[config.mk]
export PLATFORM = sky130hd
export DESIGN_NAME = logger_sentence_deframer_unit
export DESIGN_NICKNAME = d
export VERILOG_FILES = /design/src/rtl/lsd_pkg.sv /design/src/rtl/lsd_core.sv /design/src/rtl/lsd_out_reg.sv /design/src/rtl/logger_sentence_deframer_unit.sv
export VERILOG_INCLUDE_DIRS = /design/src /design/src/rtl
export SDC_FILE = /design/constraint.sdc
export NUM_CORES = 1
export LEC_CHECK = 0
export ABC_CLOCK_PERIOD_IN_PS = 3200
export BUFFER_PORTS_ARGS = -buffer_cell sky130_fd_sc_hd__clkbuf_2
export CAP_MARGIN = 40
export CELL_PAD_IN_SITES_DETAIL_PLACEMENT = 0
export CELL_PAD_IN_SITES_GLOBAL_PLACEMENT = 1
export CORE_ASPECT_RATIO = 1.5
export CORE_UTILIZATION = 30
export CTS_BUF_LIST = sky130_fd_sc_hd__clkbuf_8
export DETAILED_ROUTE_END_ITERATION = 16
export PLACE_DENSITY_LB_ADDON = 0.1
export SYNTH_ARGS = -nofsm -noshare
export SYNTH_HDL_FRONTEND = slang
export SYNTH_SLANG_ARGS = --single-unit
[constraint.sdc]
create_clock -name clk -period 3.2 [get_ports clk]
set_input_delay 0.32 -clock clk [delete_from_list [all_inputs] [get_ports clk]]
set_output_delay 0.32 -clock clk [all_outputs]
set_load 0.01 [all_outputs]
[src/rtl/logger_sentence_deframer_unit_defines.svh]
// Assertion macros shared by the deframer modules.
`ifndef LOGGER_SENTENCE_DEFRAMER_UNIT_DEFINES_SVH
`define LOGGER_SENTENCE_DEFRAMER_UNIT_DEFINES_SVH

// Check a condition at every clock edge out of reset.
`define LSD_ASSERT_NOW(label, expr) \
  label: assert property (@(posedge clk) disable iff (!rst_n) (expr)) \
    else $error("assertion failed");

// Check a consequence in the cycle after the trigger.
`define LSD_ASSERT_NEXT(label, trig, cons) \
  label: assert property (@(posedge clk) disable iff (!rst_n) (trig) |=> (cons)) \
    else $error("assertion failed");

`endif

[src/rtl/lsd_pkg.sv]
`timescale 1ns / 1ps

package lsd_pkg;

  localparam int unsigned PREFIX_LEN = 7;

  localparam logic [3:0] PH_HUNT    = 4'd0;
  localparam logic [3:0] PH_SEP1    = 4'd1;
  localparam logic [3:0] PH_INDEX   = 4'd2;
  localparam logic [3:0] PH_SEP2    = 4'd3;
  localparam logic [3:0] PH_LEN     = 4'd4;
  localparam logic [3:0] PH_PAYLOAD = 4'd5;
  localparam logic [3:0] PH_STAR    = 4'd6;
  localparam logic [3:0] PH_HEX1    = 4'd7;
  localparam logic [3:0] PH_HEX2    = 4'd8;

  localparam logic [2:0] KIND_PAYLOAD  = 3'd0;
  localparam logic [2:0] KIND_OK       = 3'd1;
  localparam logic [2:0] KIND_CSUM_ERR = 3'd2;
  localparam logic [2:0] KIND_INVALID  = 3'd3;
  localparam logic [2:0] KIND_TOO_MANY = 3'd4;

  localparam logic CFG_RECORD_TYPE = 1'b0;
  localparam logic CFG_MAX_RECORDS = 1'b1;

  localparam logic [7:0] CH_DOLLAR = 8'h24;
  localparam logic [7:0] CH_COMMA  = 8'h2C;
  localparam logic [7:0] CH_ZERO   = 8'h30;
  localparam logic [7:0] CH_STAR   = 8'h2A;
  localparam logic [7:0] CH_SIX    = 8'h36;

  localparam logic [7:0] MAX_RECORDS_RESET = 8'd108;

  typedef struct packed {
    logic       valid;
    logic [2:0] kind;
    logic [7:0] payload_byte;
    logic [5:0] record_offset;
    logic       record_end;
    logic [7:0] record_number;
    logic       index_mismatch;
    logic [7:0] sentence_index;
  } lsd_result_t;

  function automatic logic [7:0] prefix_char(input logic [2:0] idx);
    logic [7:0] c;
    unique case (idx)
      3'd0:    c = 8'h24;
      3'd1:    c = 8'h4C;
      3'd2:    c = 8'h4F;
      3'd3:    c = 8'h47;
      3'd4:    c = 8'h31;
      3'd5:    c = 8'h30;
      3'd6:    c = 8'h32;
      default: c = 8'h00;
    endcase
    return c;
  endfunction

  function automatic logic [5:0] record_size(input logic [2:0] rtype);
    logic [5:0] s;
    unique case (rtype)
      3'd0:    s = 6'd12;
      3'd1:    s = 6'd16;
      3'd2:    s = 6'd20;
      3'd3:    s = 6'd24;
      default: s = 6'd60;
    endcase
    return s;
  endfunction

  // {bad, nibble}
  function automatic logic [4:0] hex_nibble(input logic [7:0] c);
    logic [4:0] r;
    if (c >= 8'h30 && c <= 8'h39) begin
      r = {1'b0, 4'(c - 8'h30)};
    end else if (c >= 8'h41 && c <= 8'h46) begin
      r = {1'b0, 4'(c - 8'h37)};
    end else if (c >= 8'h61 && c <= 8'h66) begin
      r = {1'b0, 4'(c - 8'h57)};
    end else begin
      r = 5'b10000;
    end
    return r;
  endfunction

endpackage

[src/rtl/lsd_core.sv]
`timescale 1ns / 1ps
`include "logger_sentence_deframer_unit_defines.svh"

module lsd_core (
  input  logic                clk,
  input  logic                rst_n,
  input  logic                step_en,
  input  logic                mode,
  input  logic [7:0]          data_byte,
  input  logic [2:0]          record_type,
  input  logic [7:0]          max_records,
  output lsd_pkg::lsd_result_t res
);
  import lsd_pkg::*;

  logic [3:0] phase_r, phase_nxt;
  logic [2:0] prefix_r, prefix_nxt;
  logic [7:0] bytes_left_r, bytes_left_nxt;
  logic [7:0] xor_r, xor_nxt;
  logic [7:0] exp_idx_r, exp_idx_nxt;
  logic [7:0] rx_idx_r, rx_idx_nxt;
  logic [5:0] offset_r, offset_nxt;
  logic [7:0] records_r, records_nxt;
  logic [7:0] hex_value_r, hex_value_nxt;
  logic       hex_bad_r, hex_bad_nxt;
  logic       inv_cand_r, inv_cand_nxt;
  logic       mism_r, mism_nxt;

  logic [4:0] nib;
  logic [5:0] rsize;
  logic       rec_end;
  logic       final_bad;
  logic [7:0] final_hex;

  assign nib       = hex_nibble(data_byte);
  assign rsize     = record_size(record_type);
  assign rec_end   = ({1'b0, offset_r} + 7'd1) >= {1'b0, rsize};
  assign final_bad = hex_bad_r | nib[4];
  assign final_hex = nib[4] ? hex_value_r : {hex_value_r[3:0], nib[3:0]};

  always_comb begin
    phase_nxt      = phase_r;
    prefix_nxt     = prefix_r;
    bytes_left_nxt = bytes_left_r;
    xor_nxt        = xor_r;
    exp_idx_nxt    = exp_idx_r;
    rx_idx_nxt     = rx_idx_r;
    offset_nxt     = offset_r;
    records_nxt    = records_r;
    hex_value_nxt  = hex_value_r;
    hex_bad_nxt    = hex_bad_r;
    inv_cand_nxt   = inv_cand_r;
    mism_nxt       = mism_r;
    res            = '0;
    res.sentence_index = rx_idx_r;

    if (step_en) begin
      if (mode) begin
        exp_idx_nxt = 8'd0;
        records_nxt = 8'd0;
        phase_nxt   = PH_HUNT;
        prefix_nxt  = 3'd0;
        xor_nxt     = 8'd0;
      end else begin
        unique case (phase_r)
          PH_HUNT: begin
            if (prefix_r < 3'(PREFIX_LEN) && data_byte == prefix_char(prefix_r)) begin
              xor_nxt = (prefix_r != 3'd0) ? (xor_r ^ data_byte) : 8'd0;
              if (prefix_r == 3'(PREFIX_LEN - 1)) begin
                prefix_nxt = 3'd0;
                phase_nxt  = PH_SEP1;
              end else begin
                prefix_nxt = prefix_r + 3'd1;
              end
            end else begin
              prefix_nxt = (data_byte == CH_DOLLAR) ? 3'd1 : 3'd0;
              xor_nxt    = 8'd0;
            end
          end
          PH_SEP1: begin
            xor_nxt      = xor_r ^ data_byte;
            inv_cand_nxt = (data_byte == CH_COMMA);
            phase_nxt    = PH_INDEX;
          end
          PH_INDEX: begin
            xor_nxt      = xor_r ^ data_byte;
            rx_idx_nxt   = data_byte;
            inv_cand_nxt = inv_cand_r && (data_byte == CH_ZERO);
            phase_nxt    = PH_SEP2;
          end
          PH_SEP2: begin
            xor_nxt      = xor_r ^ data_byte;
            inv_cand_nxt = inv_cand_r && (data_byte == CH_STAR);
            phase_nxt    = PH_LEN;
          end
          PH_LEN: begin
            xor_nxt = xor_r ^ data_byte;
            if (inv_cand_r && data_byte == CH_SIX) begin
              phase_nxt = PH_HUNT;
              res.valid = 1'b1;
              res.kind  = KIND_INVALID;
            end else begin
              mism_nxt       = (rx_idx_r != exp_idx_r);
              exp_idx_nxt    = exp_idx_r + 8'd1;
              bytes_left_nxt = data_byte;
              offset_nxt     = 6'd0;
              phase_nxt      = (data_byte != 8'd0) ? PH_PAYLOAD : PH_STAR;
            end
          end
          PH_PAYLOAD: begin
            if (offset_r == 6'd0 && records_r >= max_records) begin
              phase_nxt          = PH_HUNT;
              res.valid          = 1'b1;
              res.kind           = KIND_TOO_MANY;
              res.record_number  = records_r;
              res.index_mismatch = mism_r;
            end else begin
              if (offset_r == 6'd0) begin
                records_nxt = records_r + 8'd1;
              end
              offset_nxt     = rec_end ? 6'd0 : offset_r + 6'd1;
              xor_nxt        = xor_r ^ data_byte;
              bytes_left_nxt = bytes_left_r - 8'd1;
              if (bytes_left_r == 8'd1) begin
                phase_nxt = PH_STAR;
              end
              res.valid          = 1'b1;
              res.kind           = KIND_PAYLOAD;
              res.payload_byte   = data_byte;
              res.record_offset  = offset_r;
              res.record_end     = rec_end;
              res.record_number  = (offset_r == 6'd0) ? records_r : records_r - 8'd1;
              res.index_mismatch = mism_r;
            end
          end
          PH_STAR: begin
            hex_value_nxt = 8'd0;
            hex_bad_nxt   = 1'b0;
            phase_nxt     = PH_HEX1;
          end
          PH_HEX1: begin
            hex_bad_nxt   = final_bad;
            hex_value_nxt = final_hex;
            phase_nxt     = PH_HEX2;
          end
          PH_HEX2: begin
            hex_bad_nxt        = final_bad;
            hex_value_nxt      = final_hex;
            phase_nxt          = PH_HUNT;
            prefix_nxt         = 3'd0;
            res.valid          = 1'b1;
            res.kind           = (!final_bad && final_hex == xor_r) ? KIND_OK : KIND_CSUM_ERR;
            res.index_mismatch = mism_r;
          end
          default: begin
            phase_nxt  = PH_HUNT;
            prefix_nxt = 3'd0;
          end
        endcase
      end
    end
  end

  always_ff @(posedge clk) begin
    if (!rst_n) begin
      phase_r      <= PH_HUNT;
      prefix_r     <= 3'd0;
      bytes_left_r <= 8'd0;
      xor_r        <= 8'd0;
      exp_idx_r    <= 8'd0;
      rx_idx_r     <= 8'd0;
      offset_r     <= 6'd0;
      records_r    <= 8'd0;
      hex_value_r  <= 8'd0;
      hex_bad_r    <= 1'b0;
      inv_cand_r   <= 1'b0;
      mism_r       <= 1'b0;
    end else begin
      phase_r      <= phase_nxt;
      prefix_r     <= prefix_nxt;
      bytes_left_r <= bytes_left_nxt;
      xor_r        <= xor_nxt;
      exp_idx_r    <= exp_idx_nxt;
      rx_idx_r     <= rx_idx_nxt;
      offset_r     <= offset_nxt;
      records_r    <= records_nxt;
      hex_value_r  <= hex_value_nxt;
      hex_bad_r    <= hex_bad_nxt;
      inv_cand_r   <= inv_cand_nxt;
      mism_r       <= mism_nxt;
    end
  end

  `LSD_ASSERT_NEXT(a_start_clears, step_en && mode, phase_r == PH_HUNT && records_r == 8'd0 && exp_idx_r == 8'd0)
  `LSD_ASSERT_NOW(a_offset_in_record, offset_r < 6'd60)
  `LSD_ASSERT_NOW(a_payload_has_bytes, phase_r != PH_PAYLOAD || bytes_left_r != 8'd0)
  `LSD_ASSERT_NOW(a_prefix_bound, prefix_r < 3'(PREFIX_LEN))

endmodule

[src/rtl/lsd_out_reg.sv]
`timescale 1ns / 1ps

module lsd_out_reg (
  input  logic                clk,
  input  logic                rst_n,
  input  logic                load,
  input  lsd_pkg::lsd_result_t res,
  input  logic                out_tready,
  output logic                out_tvalid,
  output lsd_pkg::lsd_result_t held
);
  import lsd_pkg::*;

  logic        valid_r;
  lsd_result_t data_r;

  always_ff @(posedge clk) begin
    if (!rst_n) begin
      valid_r <= 1'b0;
    end else if (load) begin
      valid_r <= 1'b1;
    end else if (out_tready) begin
      valid_r <= 1'b0;
    end
  end

  always_ff @(posedge clk) begin
    if (load) begin
      data_r <= res;
    end
  end

  assign out_tvalid = valid_r;
  assign held       = data_r;

endmodule

[src/rtl/logger_sentence_deframer_unit.sv]
`timescale 1ns / 1ps
// A request waits in the input register; any result it yields is registered on advance.
// Throughput: one request per cycle; the input register advances whenever the
// result register is empty or being emptied in the same cycle.
// Reset: synchronous, active low; clears the parser state, both registers' valid
// flags and the configuration (record type 0, 108 records).
`include "logger_sentence_deframer_unit_defines.svh"

module logger_sentence_deframer_unit (
  input  logic        clk,
  input  logic        rst_n,
  input  logic        in_tvalid,
  output logic        in_tready,
  input  logic [7:0]  in_tdata,   // [7:0] data_byte
  input  logic        in_tuser,   // [0] mode
  output logic        out_tvalid,
  input  logic        out_tready,
  output logic [31:0] out_tdata,  // [7:0] payload_byte, [13:8] record_offset,
                                  // [21:14] record_number, [29:22] sentence_index, [31:30] zero
  output logic [3:0]  out_tuser,  // [2:0] kind, [3] index_mismatch
  output logic        out_tlast,  // record_end
  input  logic        cfg_valid,
  output logic        cfg_ready,
  input  logic        cfg_index,
  input  logic [7:0]  cfg_data
);
  import lsd_pkg::*;

  logic        in_valid_r;
  logic        in_mode_r;
  logic [7:0]  in_byte_r;
  logic [2:0]  record_type_r;
  logic [7:0]  max_records_r;
  logic        advance;
  lsd_result_t res;
  lsd_result_t held;

  assign advance   = in_valid_r && (!out_tvalid || out_tready);
  assign in_tready = !in_valid_r || advance;
  assign cfg_ready = 1'b1;

  always_ff @(posedge clk) begin
    if (!rst_n) begin
      in_valid_r <= 1'b0;
    end else if (in_tready) begin
      in_valid_r <= in_tvalid;
    end
  end

  always_ff @(posedge clk) begin
    if (in_tready && in_tvalid) begin
      in_mode_r <= in_tuser;
      in_byte_r <= in_tdata;
    end
  end

  always_ff @(posedge clk) begin
    if (!rst_n) begin
      record_type_r <= 3'd0;
      max_records_r <= MAX_RECORDS_RESET;
    end else if (cfg_valid && cfg_ready) begin
      unique case (cfg_index)
        CFG_RECORD_TYPE: record_type_r <= cfg_data[2:0];
        CFG_MAX_RECORDS: max_records_r <= cfg_data;
        default:         record_type_r <= record_type_r;
      endcase
    end
  end

  lsd_core u_core (
    .clk         (clk),
    .rst_n       (rst_n),
    .step_en     (advance),
    .mode        (in_mode_r),
    .data_byte   (in_byte_r),
    .record_type (record_type_r),
    .max_records (max_records_r),
    .res         (res)
  );

  lsd_out_reg u_out (
    .clk        (clk),
    .rst_n      (rst_n),
    .load       (advance && res.valid),
    .res        (res),
    .out_tready (out_tready),
    .out_tvalid (out_tvalid),
    .held       (held)
  );

  assign out_tdata = {2'b00, held.sentence_index, held.record_number,
                      held.record_offset, held.payload_byte};
  assign out_tuser = {held.index_mismatch, held.kind};
  assign out_tlast = held.record_end;

  `LSD_ASSERT_NEXT(a_stall_holds_input, in_valid_r && out_tvalid && !out_tready, in_valid_r)
  `LSD_ASSERT_NOW(a_tlast_only_payload, !out_tvalid || !out_tlast || held.kind == KIND_PAYLOAD)
  `LSD_ASSERT_NEXT(a_result_lands, advance && res.valid, out_tvalid)

endmodule
Yosys cells after proc, flatten, opt, wreduce, memory -nomap -nowiden:

Cells that the tools add are included.

* bitwise operators: 7
* div/mod/pow operators: 0
* multiply operators: 0
* add/subtract/negate cells: 10
* equal/unequal tests: 35
* shift-type cells: 0
* $lt $le $gt $ge: 9
* reduce and logical (&&, ||, !) cells: 49
* muxes and demuxes: 57

Operator list (count)
* 8-bit 2-to-1 mux: 18
* 28-bit 2-to-1 mux: 2
* 7-bit one-hot mux with 7 select lines: 1
* 8-bit by 6-bit equality test with 1-bit output (second input constant): 5
* 4-bit one-hot mux with 8 select lines: 1
* 8-bit one-hot mux with 2 select lines: 2
* 4-bit 2-to-1 mux: 7
* 6-bit one-hot mux with 4 select lines: 1
* 8-bit one-hot mux with 3 select lines: 1
* 23-bit 2-to-1 mux: 1
* 6-bit 2-to-1 mux: 3
* 8-bit by 1-bit adder with 8-bit output (second input constant): 2
* 4-bit by 3-bit equality test with 1-bit output (second input constant): 4
* 8-bit equality test: 2
* 8-bit by 7-bit greater-or-equal comparator with 1-bit output (second input constant): 2
* 8-bit by 7-bit <= comparator with 1-bit output (second input constant): 2
* 8-bit by 1-bit subtractor with 8-bit output (second input constant): 2
* 15-bit 2-to-1 mux: 1
* 5-bit 2-to-1 mux: 3
* 3-bit AND reduction: 5
* 3-bit by 2-bit equality test with 1-bit output (second input constant): 4
* 1-bit logical AND: 12
* 3-bit 2-to-1 mux: 4
* 4-bit one-hot mux with 3 select lines: 1
* other kinds (48): 81

* bits in writable memories: 0
* output and inout port bits: 40
* logic and storage cells: 192
* memory bits (read-only): 0
* memories: 0
* input bits: 23
* bits in registers: 121
* bits in latches: 0

Logic depth before layout (Yosys ltp):

* word-level depth: 14
* mapped depth: 11
* depth with buffers taken out: 10

Cells and area by module:

A second synthesis with hierarchy kept.

* cell total of the unflattened synthesis: 714
* area, all modules: 6508.7 um2

By module, submodules not included
* lsd_core: cells an instance 605, sequential area each 1201.2 um2, area each 4576.9 um2, instances 1
* lsd_out_reg: cells an instance 39, sequential area each 1101.1 um2, area each 1122.3 um2, instances 1
* logger_sentence_deframer_unit: cells an instance 70, sequential area each 510.5 um2, area each 809.5 um2, instances 1

Worst setup path after synthesis:

Ideal clock, no wire load.

* kind: register -> register
* start point: register in_byte_r[0]
* end point: register u_out.data_r (netlist bit u_out.held[33]), data pin
* period minus slack after synthesis: 2.868 ns
* data arrival time: 2.601 ns
* data required time: 2.933 ns
* library setup time: 0.267 ns
* cell stages (with the launch flop): 11
* path buffers: 1
* slack: 0.332 ns
* cell sequence: edfxtp_1 inv_1 clkbuf_1 ha_1 o21bai_1 a21oi_1 mux2_2 a21oi_1 a21oi_1 a2111oi_2 a21oi_1

* cells in the longest elaborated chain, start to end: 10
* elaborated cells between the ends (all ways): 25
* those cells by class: add/sub (3); order compare (6); eq/ne (2); mux (7); bitwise (1); reduce/logical (6)

Ends and longest elaborated chain
* start: declaration: line logger_sentence_deframer_unit.sv:31 `logic [7:0] in_byte_r;`
* start signal: assignment: line logger_sentence_deframer_unit.sv:53 `in_byte_r <= in_tdata;`
* 8-bit by 7-bit greater-or-equal comparator with 1-bit output or 8-bit by 7-bit <= comparator with 1-bit output (tied branches): line lsd_pkg.sv:79 `end else if (c >= 8'h61 && c <= 8'h66) begin`
* 1-bit logical AND: line lsd_pkg.sv:79
* 5-bit 2-to-1 mux: line lsd_pkg.sv:79
* 5-bit 2-to-1 mux: line lsd_pkg.sv:77 `end else if (c >= 8'h41 && c <= 8'h46) begin`
* 5-bit 2-to-1 mux: line lsd_pkg.sv:75 `if (c >= 8'h30 && c <= 8'h39) begin`
* 8-bit 2-to-1 mux or 1-bit bitwise OR (tied branches): line lsd_core.sv:39, lsd_core.sv:38
* 8-bit equality test or 1-bit zero test (tied branches): line lsd_core.sv:152 `res.kind = (!final_bad && final_hex == xor_r) ? KIND_OK : KIND_CSUM_ERR;`
* 1-bit logical AND: line lsd_core.sv:152
* 2-bit 2-to-1 mux: line lsd_core.sv:152
* 4-bit one-hot mux with 3 select lines (*): line lsd_core.sv:65 `unique case (phase_r)`
* end signal: assignment: line lsd_out_reg.sv:29 `data_r <= res;`
* end: declaration: line lsd_out_reg.sv:15 `lsd_result_t data_r;`

Every way passes the cells marked *; elsewhere a longest branch is shown, timed or not.
A chain may end at the register's enable or synchronous reset.

Final worst setup path:

* start point: register u_core.records_r[0]
* end point: register u_core.records_r[5]

* cells in the longest elaborated chain, start to end: 5
* elaborated cells between the ends (all ways): 9
* those cells by class: add/sub (1); order compare (1); eq/ne (1); mux (4); reduce/logical (2)

Ends and longest elaborated chain
* start: declaration: line lsd_core.sv:23 `logic [7:0] records_r, records_nxt;`
* start signal: assignment: line lsd_core.sv:186 `records_r <= records_nxt;`
* 8-bit by 1-bit adder with 8-bit output: line lsd_core.sv:119 `records_nxt = records_r + 8'd1;`
* 8-bit 2-to-1 mux: line lsd_core.sv:118 `if (offset_r == 6'd0) begin`
* 8-bit 2-to-1 mux: line lsd_core.sv:111 `if (offset_r == 6'd0 && records_r >= max_records) begin`
* 8-bit 2-to-1 mux: line lsd_core.sv:65
* 8-bit 2-to-1 mux: line lsd_core.sv:58 `if (mode) begin`

Several ways; a longest one is shown, not always the timed one. The select of a mux whose other input is x is not followed.

==> run summary <==
status: finished, final reports clean
Pwr Density: 418.5 nW/um^2
Critical path buffers and inverters: 1
WL final: 18970 um
Initial DRC Count: 243
crit start category: register
WP data arrival: 3150 ps
RSZ-0062 raised after global routing: false
placed cells: 1047
setup violators final: 0
# Max-Cap Violations: 0
Final Hold Viols: 0
Area contributors post-synth: dfxtp_1, edfxtp_1, ha_1, nand2_1, o21ai_0
clk slew on worst S/H paths: 80 ps
Hold Crit Class: primary input to register
initial antenna violation count: 0
Port Buf Inserts: 59
multi-input combinational cell area: 3516 um^2
post-synth top area cell: dfxtp_1
CTS sink cnt: 117
Max Buffers Root-to-Sink: 2
I/O pin cnt: 63
Tmin final: 2764 ps
relative slew slack: 0.4882
CTS Hold Bufs: 0
Overall Power: 3.209 mW
Main synth FF type: dfxtp_1
CTS tree: built
Synth Register Bits: 117
Max Clock Freq: 0.3618 GHz
crit path cell chain: inv_1 > ha_1 > nand2b_1 > a211o_1 > a221oi_4 > o211a_4 > o21ai_2 > or4_1 > a21oi_1
DR vias/cell: 5.159
die area: 22720 um^2
Pre-Repair DR Iteration Count: 5
synthesized instance count: 730
slowest stage delay, CP: 530 ps
number of global-route vias before repair: 5445
Worst Clk Skew: 13.30 ps
Num CTS Buffers: 17
Finished Layout Cells: 1079
nets: 841
worst-skew pair later-pin latency: 450 ps
Tcrit/Tclk final: 0.8638
max-slew violations: 0
Area Overhead vs Synth: 15.62%
slowest stage cell, crit path: or4_1
Post-CTS Setup Bufs: 0
post-DP HPWL: 14070 um
largest net degree at the start of global routing: 40
P_leak: 2.963 nW
GP Congestion: 0.8516
Die Span Y: 184.1 um
CP Capture Type: register
Resized cells post-CTS: 0
post-synth cell types: 78
Worst Tran Pin Value: 761.2 ps
Max IR drop VDD: 0.2045 mV
register area: 2783 um^2
pre-CTS WS: 441.2 ps
area of the mapped netlist: 6631 um^2
Synth Warn #: 0
Post-synth ARST share: 0
wire per inst: 17.58 um
CP Max Fanout: 6
Req. time, crit path: 3580 ps
crit path kind: register to register
top-area cell type share of the netlist area: 0.2204
DRC viols: 0
antenna-violating nets left: 0
Ant. Diodes: 0
root buffer cell: clkbuf_8
CP delay by family, top: compound AO/OA/AOI/OAI gates
final worst setup slack: 436.0 ps
Initial Util: 0.3053
number of synthesized flops with an enable pin: 44
die width: 123.4 um
filler instances: 2251
Sum Neg Setup Slack: 0 ps
htree depth: 4
Mean Syn Cell Area: 9.084 um^2
share of layout cells above drive strength 1: 0.1772
GRT overflow: 0
core footprint: 21720 um^2
register area share after synthesis: 0.4196
num rows: 66
vias: 5567
first-pass GRT wire length: 29750 um
gr usage total: 0.1757
[worst paths after layout]
check                                         start             endpoint  slack (ps)  cells past startpoint
worst max-delay path            u_core.records_r[0]  u_core.records_r[5]         440                      9
worst min-delay path                    in_tdata[2]         in_byte_r[2]          40                      1
worst max register to register  u_core.records_r[0]  u_core.records_r[5]         440                      9
worst min register to register     max_records_r[1]     max_records_r[1]         470                      2
[per-layer routing]
metal  global-route usage  up-vias  part of all wire
met5                    0        -                 0
met4              0.06602        0             0.016
met3              0.03063       21             0.024
met2               0.3207       99              0.54
met1               0.1995     2689              0.42
li1                     -     2758                 -
[flip-flops by register name, summed over array words and instances (netlist names)]
| name | cells |
|---|---|
| u_core.exp_idx_r | 8 |
| in_byte_r | 8 |
| in_mode_r | 1 |
| u_out.out_tvalid | 1 |
| record_type_r | 3 |
| u_core.xor_r | 8 |
| u_core.records_r | 8 |
| u_core.bytes_left_r | 8 |
| u_core.inv_cand_r | 1 |
| in_valid_r | 1 |
| u_core.rx_idx_r | 8 |
| max_records_r | 8 |
| u_core.mism_r | 1 |
| u_out.held | 35 |
| u_core.hex_bad_r | 1 |
| u_core.prefix_r | 3 |
| u_core.hex_value_r | 4 |
| u_core.phase_r | 4 |
| u_core.offset_r | 6 |
[area by class of cell]
cell class / instances / share of cell area
tap: 272 / 0.04439
sequential: 117 / 0.3629
inverter: 24 / 0.01175
multi-input combinational: 544 / 0.4586
clock buffer: 19 / 0.03411
timing repair buffer: 90 / 0.07050
clock inverter: 13 / 0.01779
[cell families (layout without fill, tap and decap cells)]
logic type,after synthesis,count (layout),share of synthesized area
other,2,3,0.001132
xor gates and xnor gates,33,33,0.04359
AOI/OAI and AO/OA,182,182,0.1874
adders and majority gates,24,24,0.04528
muxes,14,14,0.02132
and+or+nand+nor,288,288,0.2308
DFF,117,117,0.4196
buffers and inverters,70,146,0.05094
[synth_stat cells (4+ instances only)]
cell,instances
nor3_1,17
o21a_1,16
inv_1,23
or3_1,5
nand4_1,10
nor2b_1,29
a21boi_1,4
buf_2,9
xnor2_1,12
nand2_1,71
o21ai_0,44
nor3b_1,6
o211ai_1,8
nand4b_1,9
and2_1,19
nand3_1,20
xor2_1,21
a21boi_0,10
nand3b_1,4
edfxtp_1,44
a31oi_1,4
nor2_1,52
dfxtp_1,73
o22ai_1,10
nor4_1,9
clkbuf_1,27
a211o_1,4
and3_1,16
a211oi_1,5
nand2b_1,7
ha_1,24
mux2i_1,13
a21oi_1,37
[through the flow]
stage          area, um^2  hold WS [ps]  utilization
4_1_cts              7667         11.15       0.3530
3_5_place_dp         7269         470.0       0.3347
2_1_floorplan        6635         418.9            -
3_3_place_gp         7269         458.0       0.3347
5_1_grt              7667         7.148       0.3530
6_report             7667         40.89       0.3530
[where the power goes]
part / switching, mW / internal [mW] / total [mW]
logic: 0.161 / 0.0920 / 0.253
clock network: 0.657 / 0.730 / 1.39
registers: 0.0164 / 1.55 / 1.57
[cells in the final DEF, fill, tap and decap left out, types with 9 or more instances in the layout]
master	n
nor4_1	9
buf_4	30
nor2b_1	29
mux2i_1	13
and3_1	16
a21oi_1	37
xor2_1	21
o21a_1	15
nand2_1	71
nor3_1	17
inv_1	25
clkbuf_2	59
o21ai_0	44
dfxtp_1	73
and2_1	19
edfxtp_1	44
xnor2_1	12
nand4_1	10
clkbuf_8	19
a21boi_0	10
nand4b_1	9
o22ai_1	10
ha_1	24
nand3_1	20
nor2_1	52
No activity file was read; power rests on OpenSTA's default activity.
